## config.mk

```make
export PLATFORM = sky130hd
export DESIGN_NAME = uart_rx_tx_ring_buffer_engine
export DESIGN_NICKNAME = d
export VERILOG_FILES = /design/src/rtl/core/urrb_pkg.sv /design/src/rtl/core/uart_rx_tx_ring_buffer_engine.sv /design/src/rtl/core/urrb_ctrl.sv /design/src/rtl/core/urrb_dpath.sv
export SDC_FILE = /design/constraint.sdc
export NUM_CORES = 1
export LEC_CHECK = 0
export BUFFER_PORTS_ARGS = -buffer_cell sky130_fd_sc_hd__buf_2
export CORE_ASPECT_RATIO = 1.4
export CORE_MARGIN = 2
export CORE_UTILIZATION = 55
export DETAILED_ROUTE_END_ITERATION = 7
export PLACE_DENSITY = 0.71
export SLEW_MARGIN = 20
export SYNTH_ARGS = -nofsm -noshare
export SYNTH_HDL_FRONTEND = slang
export SYNTH_SLANG_ARGS = --single-unit
```

## constraint.sdc

```tcl
create_clock -name clk_i -period 6.94 [get_ports clk_i]
set_input_delay 0.694 -clock clk_i [delete_from_list [all_inputs] [get_ports clk_i]]
set_output_delay 0.694 -clock clk_i [all_outputs]
set_load 0.01 [all_outputs]
```

## src/rtl/core/urrb_pkg.sv

```systemverilog
// Package for the UART receive/transmit ring buffer engine.
// Holds request codes, the request/response structs and the control command struct.
// No dependencies.
`default_nettype none

package urrb_pkg;

  // Default ring depth in bytes.
  localparam int RING_DEPTH_DEF = 64;

  // Request codes.
  localparam logic [1:0] REQ_PUT     = 2'd0;
  localparam logic [1:0] REQ_GET     = 2'd1;
  localparam logic [1:0] REQ_SERVICE = 2'd2;

  // One request.
  typedef struct packed {
    logic [1:0] req_type;
    logic [7:0] send_byte;
    logic       line_data_ready;
    logic       line_tx_empty;
    logic       line_overrun;
    logic [7:0] incoming_byte;
  } req_t;

  // One response.
  typedef struct packed {
    logic [7:0] got_byte;
    logic       got_valid;
    logic [7:0] transmit_byte;
    logic       transmit_valid;
    logic       would_block;
    logic       overrun_error;
    logic       rx_irq_enable;
    logic       tx_irq_enable;
  } rsp_t;

  // Commands from the controller to the datapath.
  typedef struct packed {
    logic load;     // capture the request
    logic exec;     // update rings, pointers and enables
    logic present;  // drive the response this cycle
  } cmd_t;

endpackage

`default_nettype wire

```

## src/rtl/core/uart_rx_tx_ring_buffer_engine.sv

```systemverilog
// Top level of the UART receive/transmit ring buffer engine.
// Instantiates urrb_ctrl and urrb_dpath; depends on urrb_pkg.
//
//   channel   handshake          payload   direction
//   request   start_i / busy_o   req_i     in
//   response  done_o strobe      rsp_o     out
//
// Each request passes through capture, execute (ring memory write or
// registered read, pointer update), then done_o high for one cycle.
// busy_o is high from the cycle after acceptance through the done_o cycle.
// The response is shown for exactly one cycle and cannot be stalled.
// Reset clears pointers, sets the receive enable and clears the transmit
// enable; ring contents are not cleared, no clearing pass is needed.
`default_nettype none

module uart_rx_tx_ring_buffer_engine #(
  parameter int RING_DEPTH = urrb_pkg::RING_DEPTH_DEF
) (
  input  wire             clk_i,
  input  wire             rst_ni,
  input  wire             start_i,
  input  urrb_pkg::req_t  req_i,
  output logic            busy_o,
  output logic            done_o,
  output urrb_pkg::rsp_t  rsp_o
);
  import urrb_pkg::*;

  cmd_t cmd;

  urrb_ctrl u_ctrl (
    .clk_i  (clk_i),
    .rst_ni (rst_ni),
    .start_i(start_i),
    .busy_o (busy_o),
    .cmd_o  (cmd)
  );

  urrb_dpath #(
    .RING_DEPTH(RING_DEPTH)
  ) u_dpath (
    .clk_i (clk_i),
    .rst_ni(rst_ni),
    .cmd_i (cmd),
    .req_i (req_i),
    .rsp_o (rsp_o)
  );

  assign done_o = cmd.present;

endmodule

`default_nettype wire

```

## src/rtl/core/urrb_ctrl.sv

```systemverilog
// Controller for the ring buffer engine: sequences load, execute and respond.
// Depends on urrb_pkg for the command struct.
`default_nettype none

module urrb_ctrl (
  input  wire             clk_i,
  input  wire             rst_ni,
  input  wire             start_i,
  output logic            busy_o,
  output urrb_pkg::cmd_t  cmd_o
);
  import urrb_pkg::*;

  localparam logic [1:0] ST_IDLE = 2'd0;
  localparam logic [1:0] ST_EXEC = 2'd1;
  localparam logic [1:0] ST_DONE = 2'd2;

  logic [1:0] state_q, state_d;

  // Next state
  always_comb begin
    state_d = state_q;
    case (state_q)
      ST_IDLE: if (start_i) state_d = ST_EXEC;
      ST_EXEC: state_d = ST_DONE;
      ST_DONE: state_d = ST_IDLE;
      default: state_d = ST_IDLE;
    endcase
  end

  always_ff @(posedge clk_i or negedge rst_ni) begin
    if (!rst_ni) begin
      state_q <= ST_IDLE;
    end else begin
      state_q <= state_d;
    end
  end

  // Commands and status
  assign busy_o        = (state_q != ST_IDLE);
  assign cmd_o.load    = (state_q == ST_IDLE) && start_i;
  assign cmd_o.exec    = (state_q == ST_EXEC);
  assign cmd_o.present = (state_q == ST_DONE);

endmodule

`default_nettype wire

```

## src/rtl/core/urrb_dpath.sv

```systemverilog
// Datapath for the ring buffer engine: both byte rings, their pointers,
// the interrupt enable bits and the response register. Depends on urrb_pkg.
`default_nettype none

module urrb_dpath #(
  parameter int RING_DEPTH = urrb_pkg::RING_DEPTH_DEF
) (
  input  wire             clk_i,
  input  wire             rst_ni,
  input  urrb_pkg::cmd_t  cmd_i,
  input  urrb_pkg::req_t  req_i,
  output urrb_pkg::rsp_t  rsp_o
);
  import urrb_pkg::*;

  localparam int PTR_W = $clog2(2 * RING_DEPTH);
  localparam int IDX_W = (RING_DEPTH > 1) ? $clog2(RING_DEPTH) : 1;
  localparam logic [PTR_W-1:0] DepthP = PTR_W'(RING_DEPTH);
  localparam logic [PTR_W-1:0] LastP  = PTR_W'(2 * RING_DEPTH - 1);
  localparam logic [PTR_W:0]   SpanP  = (PTR_W + 1)'(2 * RING_DEPTH);

  // Pointer helpers: pointers run modulo twice the depth.
  function automatic logic [PTR_W-1:0] ptr_inc(input logic [PTR_W-1:0] p);
    return (p == LastP) ? '0 : p + 1'b1;
  endfunction

  function automatic logic [IDX_W-1:0] ptr_idx(input logic [PTR_W-1:0] p);
    logic [PTR_W-1:0] r;
    r = (p >= DepthP) ? p - DepthP : p;
    return r[IDX_W-1:0];
  endfunction

  function automatic logic [PTR_W-1:0] ptr_cnt(input logic [PTR_W-1:0] tl,
                                               input logic [PTR_W-1:0] hd);
    logic [PTR_W:0] diff;
    diff = {1'b0, tl} - {1'b0, hd};
    if (diff[PTR_W]) diff = diff + SpanP;
    return diff[PTR_W-1:0];
  endfunction

  req_t             req_q;
  logic [PTR_W-1:0] rx_head_q, rx_tail_q, tx_head_q, tx_tail_q;
  logic             rx_en_q, tx_en_q;
  logic             got_v_q, tx_v_q, blk_q, ovr_q;
  logic [7:0]       rx_rd_q, tx_rd_q;
  logic [7:0]       rx_mem [RING_DEPTH];
  logic [7:0]       tx_mem [RING_DEPTH];

  logic [PTR_W-1:0] rx_cnt, tx_cnt;
  logic             rx_full, rx_empty, tx_full, tx_empty;
  logic             is_put, is_get, is_svc;
  logic             rx_push, rx_pop, tx_push, tx_pop;
  logic             blk_d, ovr_d;

  // Ring occupancy
  assign rx_cnt   = ptr_cnt(rx_tail_q, rx_head_q);
  assign tx_cnt   = ptr_cnt(tx_tail_q, tx_head_q);
  assign rx_full  = (rx_cnt >= DepthP);
  assign tx_full  = (tx_cnt >= DepthP);
  assign rx_empty = (rx_cnt == '0);
  assign tx_empty = (tx_cnt == '0);

  // Decode of the captured request
  assign is_put = cmd_i.exec && (req_q.req_type == REQ_PUT);
  assign is_get = cmd_i.exec && (req_q.req_type == REQ_GET);
  assign is_svc = cmd_i.exec && (req_q.req_type == REQ_SERVICE) && !req_q.line_overrun;

  assign tx_push = is_put && !tx_full;
  assign rx_pop  = is_get && !rx_empty;
  assign rx_push = is_svc && req_q.line_data_ready && !rx_full;
  assign tx_pop  = is_svc && req_q.line_tx_empty && !tx_empty;
  assign blk_d   = (is_put && tx_full) || (is_get && rx_empty);
  assign ovr_d   = cmd_i.exec && (req_q.req_type == REQ_SERVICE) && req_q.line_overrun;

  // Request capture
  always_ff @(posedge clk_i) begin
    if (cmd_i.load) req_q <= req_i;
  end

  // Pointers and interrupt enables
  always_ff @(posedge clk_i or negedge rst_ni) begin
    if (!rst_ni) begin
      rx_head_q <= '0;
      rx_tail_q <= '0;
      tx_head_q <= '0;
      tx_tail_q <= '0;
      rx_en_q   <= 1'b1;
      tx_en_q   <= 1'b0;
    end else begin
      if (rx_push) rx_tail_q <= ptr_inc(rx_tail_q);
      if (rx_pop)  rx_head_q <= ptr_inc(rx_head_q);
      if (tx_push) tx_tail_q <= ptr_inc(tx_tail_q);
      if (tx_pop)  tx_head_q <= ptr_inc(tx_head_q);
      if (rx_pop) begin
        rx_en_q <= 1'b1;
      end else if (is_svc && req_q.line_data_ready && rx_full) begin
        rx_en_q <= 1'b0;
      end
      if (tx_push) begin
        tx_en_q <= 1'b1;
      end else if (is_svc && req_q.line_tx_empty && tx_empty) begin
        tx_en_q <= 1'b0;
      end
    end
  end

  // Receive ring storage
  always_ff @(posedge clk_i) begin
    if (rx_push) rx_mem[ptr_idx(rx_tail_q)] <= req_q.incoming_byte;
    if (rx_pop)  rx_rd_q <= rx_mem[ptr_idx(rx_head_q)];
  end

  // Transmit ring storage
  always_ff @(posedge clk_i) begin
    if (tx_push) tx_mem[ptr_idx(tx_tail_q)] <= req_q.send_byte;
    if (tx_pop)  tx_rd_q <= tx_mem[ptr_idx(tx_head_q)];
  end

  // Result flags
  always_ff @(posedge clk_i) begin
    if (cmd_i.exec) begin
      got_v_q <= rx_pop;
      tx_v_q  <= tx_pop;
      blk_q   <= blk_d;
      ovr_q   <= ovr_d;
    end
  end

  // Response
  assign rsp_o.got_byte       = got_v_q ? rx_rd_q : 8'd0;
  assign rsp_o.got_valid      = got_v_q;
  assign rsp_o.transmit_byte  = tx_v_q ? tx_rd_q : 8'd0;
  assign rsp_o.transmit_valid = tx_v_q;
  assign rsp_o.would_block    = blk_q;
  assign rsp_o.overrun_error  = ovr_q;
  assign rsp_o.rx_irq_enable  = rx_en_q;
  assign rsp_o.tx_irq_enable  = tx_en_q;

  // Checks
  a_rx_cnt: assert property (@(posedge clk_i) disable iff (!rst_ni)
    rx_cnt <= DepthP) else $error("rx ring count beyond depth");
  a_tx_cnt: assert property (@(posedge clk_i) disable iff (!rst_ni)
    tx_cnt <= DepthP) else $error("tx ring count beyond depth");
  a_ptr_hold: assert property (@(posedge clk_i) disable iff (!rst_ni)
    !cmd_i.exec |=> $stable(rx_head_q) && $stable(rx_tail_q) &&
                    $stable(tx_head_q) && $stable(tx_tail_q))
    else $error("ring pointer moved outside execute");
  a_excl: assert property (@(posedge clk_i) disable iff (!rst_ni)
    cmd_i.present |-> !(rsp_o.would_block && (rsp_o.got_valid || rsp_o.transmit_valid)))
    else $error("would_block together with a data transfer");

endmodule

`default_nettype wire

```

# Word level (Yosys, flattened, before mapping)
# Memory sizes are Yosys's and may differ from the RTL's. A register that Yosys moved wholly into a read port is not among the register bits.
# Cells that the tools add are included.
[totals] mem_count=2 elab_cells=97 in_bits=24 reg_bits=57 mem_bits_rw=1024 output_inout_bits=24
[memory_table] name="u_dpath.rx_mem" words=64 word_bits=8 read_ports=1 rd_ports_with_merged_regs=1 wr=1 line_no="urrb_dpath.sv:46" source="logic [7:0] rx_mem [RING_DEPTH];"
[memory_table] name="u_dpath.tx_mem" words=64 word_bits=8 read_ports=1 rd_ports_with_merged_regs=1 wr=1 line_no="urrb_dpath.sv:47" source="logic [7:0] tx_mem [RING_DEPTH];"
[classes] n_eq_ne=9 magnitude_cmp=6 addsub=12 n_reduce_logical=29 muxes=22
[ops] cell="adder 7 x 1 -> 7 bit (second input constant)" count=6
[ops] cell=">= comparator 7 bit (second input constant)" count=6
[ops] cell="two-way mux 7 bit" count=6
[ops] cell="== test 7 bit (second input constant)" count=4
[ops] cell="two-way mux 6 bit" count=4
[ops] cell="subtractor 6 x 1 -> 6 bit (second input constant)" count=4
[ops] cell="logical AND 1 bit" count=16
[ops] cell="two-way mux 8 bit" count=2
[ops] cell="subtractor 7 x 7 -> 8 bit" count=2
[ops] cell="logical NOT 7 bit" count=2
[ops] cell="two-way mux 1 bit" count=8
[ops] cell="nonzero test 2 bit" count=3
[ops] cell="logical NOT 1 bit" count=5
[ops] cell="== test 2 x 1 -> 1 bit (second input constant)" count=2
[ops] cell="== test 2 bit (second input constant)" count=2
[ops] cell="logical NOT 2 bit" count=2
[ops] cell="one-hot mux 2 bit (2 select lines)" count=1
[ops] cell="two-way mux 2 bit" count=1
[ops] cell="inequality test 2 bit (second input constant)" count=1
[ops] cell="logical OR 1 bit" count=1

# Longest topological paths before layout
[depth] word_depth=8 depth_mapped=13 mapped_depth_nobuf=8

# Hierarchy
# Synthesis repeated with hierarchy kept, for this count alone.
[unflattened] cells_unflattened=2282 area_unflattened_um2=43774.5
[modules_own_cells] mod="urrb_dpath" area_per_inst_um2=43676.9 n_inst=1 cells_each=2273 seq_area_each_um2=32732.6
[modules_own_cells] mod="urrb_ctrl" area_per_inst_um2=97.6 n_inst=1 cells_each=9 seq_area_each_um2=50.0

# Worst setup path after synthesis
# No wires, ideal clock.
[synth_path] path_kind="register -> register" startpoint="reg u_dpath.rx_head_q[2]" endpoint="mem u_dpath.rx_mem[30][0], enable pin" setup_ns=0.370 stages_incl_launch_ff=14 path_buffers=5 arrival_ns=3.215 setup_slack_ns=3.355 synth_period_minus_slack_ns=3.585 required_ns=6.570 path_cell_list="dfrtp_1 > inv_1 > buf_2 > buf_1 > buf_1 > ha_1 > and4_1 > o21ai_1 > and4_4 > o21ai_2 > buf_6 > or4_4 > buf_6 > nor2_1"
[synth_via] elab_chain_cells=8
[synth_lines] item="start, declared" line_no="urrb_dpath.sv:42" source="logic [PTR_W-1:0] rx_head_q, rx_tail_q, tx_head_q, tx_tail_q;"
[synth_lines] item="start signal, assigned" line_no="urrb_dpath.sv:91" source="if (rx_pop) rx_head_q <= ptr_inc(rx_head_q);"
[synth_lines] item="subtractor 7 x 7 -> 8 bit *" line_no="urrb_dpath.sv:36" source="diff = {1'b0, tl} - {1'b0, hd};"
[synth_lines] item="adder 7 x 1 -> 7 bit" line_no="urrb_dpath.sv:37" source="if (diff[PTR_W]) diff = diff + SpanP;"
[synth_lines] item="two-way mux 7 bit *" line_no="urrb_dpath.sv:37"
[synth_lines] item=">= comparator 7 bit *" line_no="urrb_dpath.sv:58" source="assign rx_full = (rx_cnt >= DepthP);"
[synth_lines] item="logical NOT 1 bit *" line_no="urrb_dpath.sv:70" source="assign rx_push = is_svc && req_q.line_data_ready && !rx_full;"
[synth_lines] item="logical AND 1 bit *" line_no="urrb_dpath.sv:70"
[synth_lines] item="two-way mux 1 bit *" line_no="urrb_dpath.sv:109" source="if (rx_push) rx_mem[ptr_idx(rx_tail_q)] <= req_q.incoming_byte;"
[synth_lines] item="two-way mux 1 bit (implied by the code) *" line_no="urrb_dpath.sv:109"
[synth_lines] item="end, declared" line_no="urrb_dpath.sv:46"
# Every way passes the cells marked *; elsewhere a longest branch is shown, timed or not.

# Worst setup path in the final report
[layout_path] startpoint="reg u_dpath.tx_head_q[1]" endpoint="mem u_dpath.tx_mem[42][2], enable pin"
[layout_via] elab_chain_cells=8
[layout_lines] item="start, declared" line_no="urrb_dpath.sv:42"
[layout_lines] item="start signal, assigned" line_no="urrb_dpath.sv:93" source="if (tx_pop) tx_head_q <= ptr_inc(tx_head_q);"
[layout_lines] item="subtractor 7 x 7 -> 8 bit *" line_no="urrb_dpath.sv:36"
[layout_lines] item="adder 7 x 1 -> 7 bit" line_no="urrb_dpath.sv:37"
[layout_lines] item="two-way mux 7 bit *" line_no="urrb_dpath.sv:37"
[layout_lines] item=">= comparator 7 bit *" line_no="urrb_dpath.sv:59" source="assign tx_full = (tx_cnt >= DepthP);"
[layout_lines] item="logical NOT 1 bit *" line_no="urrb_dpath.sv:68" source="assign tx_push = is_put && !tx_full;"
[layout_lines] item="logical AND 1 bit *" line_no="urrb_dpath.sv:68"
[layout_lines] item="two-way mux 1 bit *" line_no="urrb_dpath.sv:115" source="if (tx_push) tx_mem[ptr_idx(tx_tail_q)] <= req_q.send_byte;"
[layout_lines] item="two-way mux 1 bit (implied by the code) *" line_no="urrb_dpath.sv:115"
[layout_lines] item="end, declared" line_no="urrb_dpath.sv:47"
# Marks and branches as above.

==> impl_metrics.py <==
metrics = {
    "outcome": {
        "status": "finished clean",
    },
    "floorplanning": {
        "dieArea_um2": 81400,
        "core_area_um2": 78600,
        "die_h_um": 337,
        "start_util_pct": 55.3,
        "ioPinCount": 48,
        "rows": 122,
        "die_x_um": 242,
    },
    "cts": {
        "clock-sinks": 1097,
        "cts_tree": "done",
        "cts.reportedPaths.clkPinSlew_ps": 60,
        "hold_buffers": 0,
        "cts_buffers": 98,
        "clk_path_buf_depth": 3,
        "cts_resized": 0,
        "htreeDepth": 3,
        "root_buffer": "clkbuf_16",
        "cts_setup_buffers": 0,
        "clock_latency_ps": 660,
    },
    "global_routing": {
        "grt_pass1_wl_mm": 149,
        "grt_max_degree": 130,
        "grt_overflow": 0,
        "antenna_found_initial": 0,
        "track_usage_pct": 25.1,
        "grt_pass1_vias": 22700,
    },
    "worst_setup_path": {
        "cpPeakStageDelay_ps": 910,
        "required_ps": 7220,
        "critPathTopFamily": "simple AND/OR/NAND/NOR gates",
        "rr_worst_depth": 8,
        "slowest_stage": "or4b_1",
        "end_kind": "flip-flop",
        "cp.arrival_ps": 4910,
        "startpoint": "u_dpath.tx_head_q[1]",
        "crit_chain": "inv_1 -> ha_1 -> nor2b_1 -> o21ai_1 -> and4_4 -> o21ai_2 -> or4b_1 -> nor2_1",
        "r2r-start": "u_dpath.tx_head_q[1]",
        "path_class": "reg -> reg",
        "critPathLaunchType": "flip-flop",
        "path_buf_inv": 1,
        "cp_max_fo": 46,
        "rrSetupSlack_ps": 2310,
        "r2r_end": "u_dpath.tx_mem[42][2]",
    },
    "cells_and_area": {
        "layout-drive-gt1-share_pct": 21.3,
        "utilization_pct": 60.8,
        "num-fill-cells": 5448,
        "nets": 2355,
        "area_delta_synth_final_pct": 9.97,
    },
    "power": {
        "leakage_nw": 15.0,
        "powerDensity_nw_per_um2": 334,
        "total_power_w": 0.0160,
        "peakVddDrop_mv": 0.289,
    },
    "synth": {
        "syn_area_um2": 43500,
        "yosysUniqueCellTypes": 73,
        "synth_flop_cell": "edfxtp_1",
        "syn_nets": 2301,
        "netlist_instances": 2261,
        "synth_edf_count": 1065,
        "async_flop_share_pct": 2.92,
        "seq_area_frac_synth_pct": 75.4,
        "ys_ff_latch": 1097,
        "ys_warn_count": 0,
        "syn_area_per_cell_um2": 19.2,
    },
    "route": {
        "drc": 0,
        "drt_iter0_markers": 2226,
        "vias_per_cell": 6.37,
        "firstDrtPassIters": 6,
        "ant_nets": 0,
        "wl_per_cell_um": 29.2,
        "vias": 22000,
        "wirelength_mm": 101,
    },
    "flow_run": {
        "cap_violations": 0,
    },
    "min_path": {
        "hold_path.class": "in -> async",
    },
    "placed_design": {
        "portBuffers": 47,
        "dp_hpwl_mm": 63.3,
        "place_congestion": 0.952,
    },
    "sta": {
        "clock_skew_ps": 31.6,
        "finalHoldViolCount": 0,
        "max_freq_mhz": 216,
        "relSlewSlack_pct": 26.7,
        "rsz0062_at_grt": "false",
        "setup_viol": 0,
        "fin_crit_sh_pct": 66.7,
        "fin_crit_ps": 4630,
        "tightest_slew_ps": 1100,
        "slew_viol_final": 0,
        "fin_tns_setup_ps": 0,
    },
}
[placed cells by master (no fill, tap or decap), types with 17 or more instances in the layout]
master	n
nand3_1	36
nor3_1	17
buf_4	34
o21ai_0	34
dfrtp_1	26
clkbuf_16	103
and2_1	20
clkbuf_1	17
clkinv_1	25
edfxtp_1	1065
clkinv_2	17
nor2_1	205
buf_2	47
mux4_2	228
nand2_1	107
a21oi_1	27
a22oi_1	23
nor2b_1	19
inv_1	24
mux2i_1	46
[metrics by stage]
stage / setup WS (ps) / hold slack (ps) / cell area [µm²] / instances
6_report: 2310 / 117 / 47800 / 3450
5_1_grt: 2140 / 157 / 47800 / 3449
4_1_cts: 2370 / 112 / 47800 / 3449
3_5_place_dp: 2410 / 474 / 44600 / 3269
3_3_place_gp: 2550 / 487 / 44600 / 3269
2_1_floorplan: 3350 / 398 / 43500 / 2261
[sequential cells by signal, indices dropped and copies added (netlist names)]
signal	flops
u_dpath.tx_en_q	1
u_dpath.tx_head_q	7
u_dpath.rx_tail_q	7
u_dpath.got_v_q	1
u_dpath.rx_en_q	1
u_dpath.ovr_q	1
u_ctrl.state_q	2
u_dpath.blk_q	1
u_dpath.tx_rd_q	8
u_dpath.req_q	21
u_dpath.rx_rd_q	8
u_dpath.tx_mem	512
u_dpath.tx_v_q	1
u_dpath.rx_head_q	7
u_dpath.tx_tail_q	7
u_dpath.rx_mem	512
[cells in the mapped netlist, types with 7 or more instances]
cell type / count / share of area (%)
a22oi_1: 23 / 0.40
buf_1: 15 / 0.13
a221o_1: 7 / 0.16
a221oi_1: 14 / 0.28
ha_1: 16 / 0.46
edfxtp_1: 1065 / 74
buf_2: 33 / 0.38
dfrtp_1: 31 / 1.8
nor2_1: 206 / 1.8
and2_1: 20 / 0.29
nor2_2: 7 / 0.10
xnor2_1: 10 / 0.20
mux2_2: 13 / 0.34
nand3_1: 36 / 0.41
o22ai_1: 16 / 0.23
and3_1: 8 / 0.12
clkbuf_1: 38 / 0.33
a21oi_1: 27 / 0.31
or2_2: 7 / 0.10
mux2i_1: 46 / 1.1
a211oi_1: 14 / 0.24
a31oi_1: 15 / 0.22
nor3_1: 17 / 0.20
nor2b_1: 19 / 0.27
o21ai_0: 34 / 0.39
buf_4: 26 / 0.45
buf_6: 15 / 0.39
o221ai_1: 13 / 0.26
inv_1: 25 / 0.22
mux4_2: 228 / 12
nand2_1: 107 / 0.92
[routing by layer]
metal / global-route usage, % / part of all wire [%] / wire length (µm) / up-vias
met1: 29.9 / 35 / 35500 / 11300
met5: 0 / 0 / 0 / -
met3: 3.69 / 6.7 / 6750 / 280
li1: - / - / - / 9262
met4: 13.7 / 5.8 / 5840 / 0
met2: 44.2 / 52 / 52700 / 1090
[cell families (layout without fill, tap and decap cells)]
group	after synthesis	in the layout	share of synthesized area, %
AO/OA/AOI/OAI	213	213	3.58
multiplexers	287	287	13.2
AND/OR/NAND/NOR	474	474	5.05
adder cells (fa/ha/maj)	16	16	0.460
other	0	1	0
XOR/XNOR	18	18	0.397
buffers and inverters	156	290	1.93
flip-flops	1097	1097	75.4
[power by group]
group	switching, W	internal [W]
Combinational	0.00164	0.00131
Sequential	0.000194	0.00739
Clock	0.00233	0.00311
Total	0.00416	0.0118
[cell type report]
cell class / instances / area [µm²] / area share (%)
Multi-Input combinational cell: 1008 / 9870 / 20.6
Clock inverter: 60 / 578 / 1.21
Tap cell: 1054 / 1320 / 2.76
Clock buffer: 120 / 2640 / 5.52
Inverter: 28 / 105 / 0.220
Sequential cell: 1097 / 32800 / 68.6
Timing Repair Buffer: 82 / 510 / 1.07
Antenna cell: 1 / 2.50 / 0.00523
[how the worst max path moves through the flow]
stage | to | slack (ps) | depth (start not counted)
after floorplan | u_dpath.rx_mem[30][0] | 3350 | 13
after global placement | u_dpath.tx_mem[50][1] | 2550 | 8
after detailed placement | u_dpath.tx_mem[50][5] | 2410 | 8
after CTS | u_dpath.tx_mem[42][5] | 2370 | 8
after global routing | u_dpath.tx_mem[42][2] | 2140 | 8
final | u_dpath.tx_mem[42][2] | 2310 | 8
(Power assumes the default switching activity.)
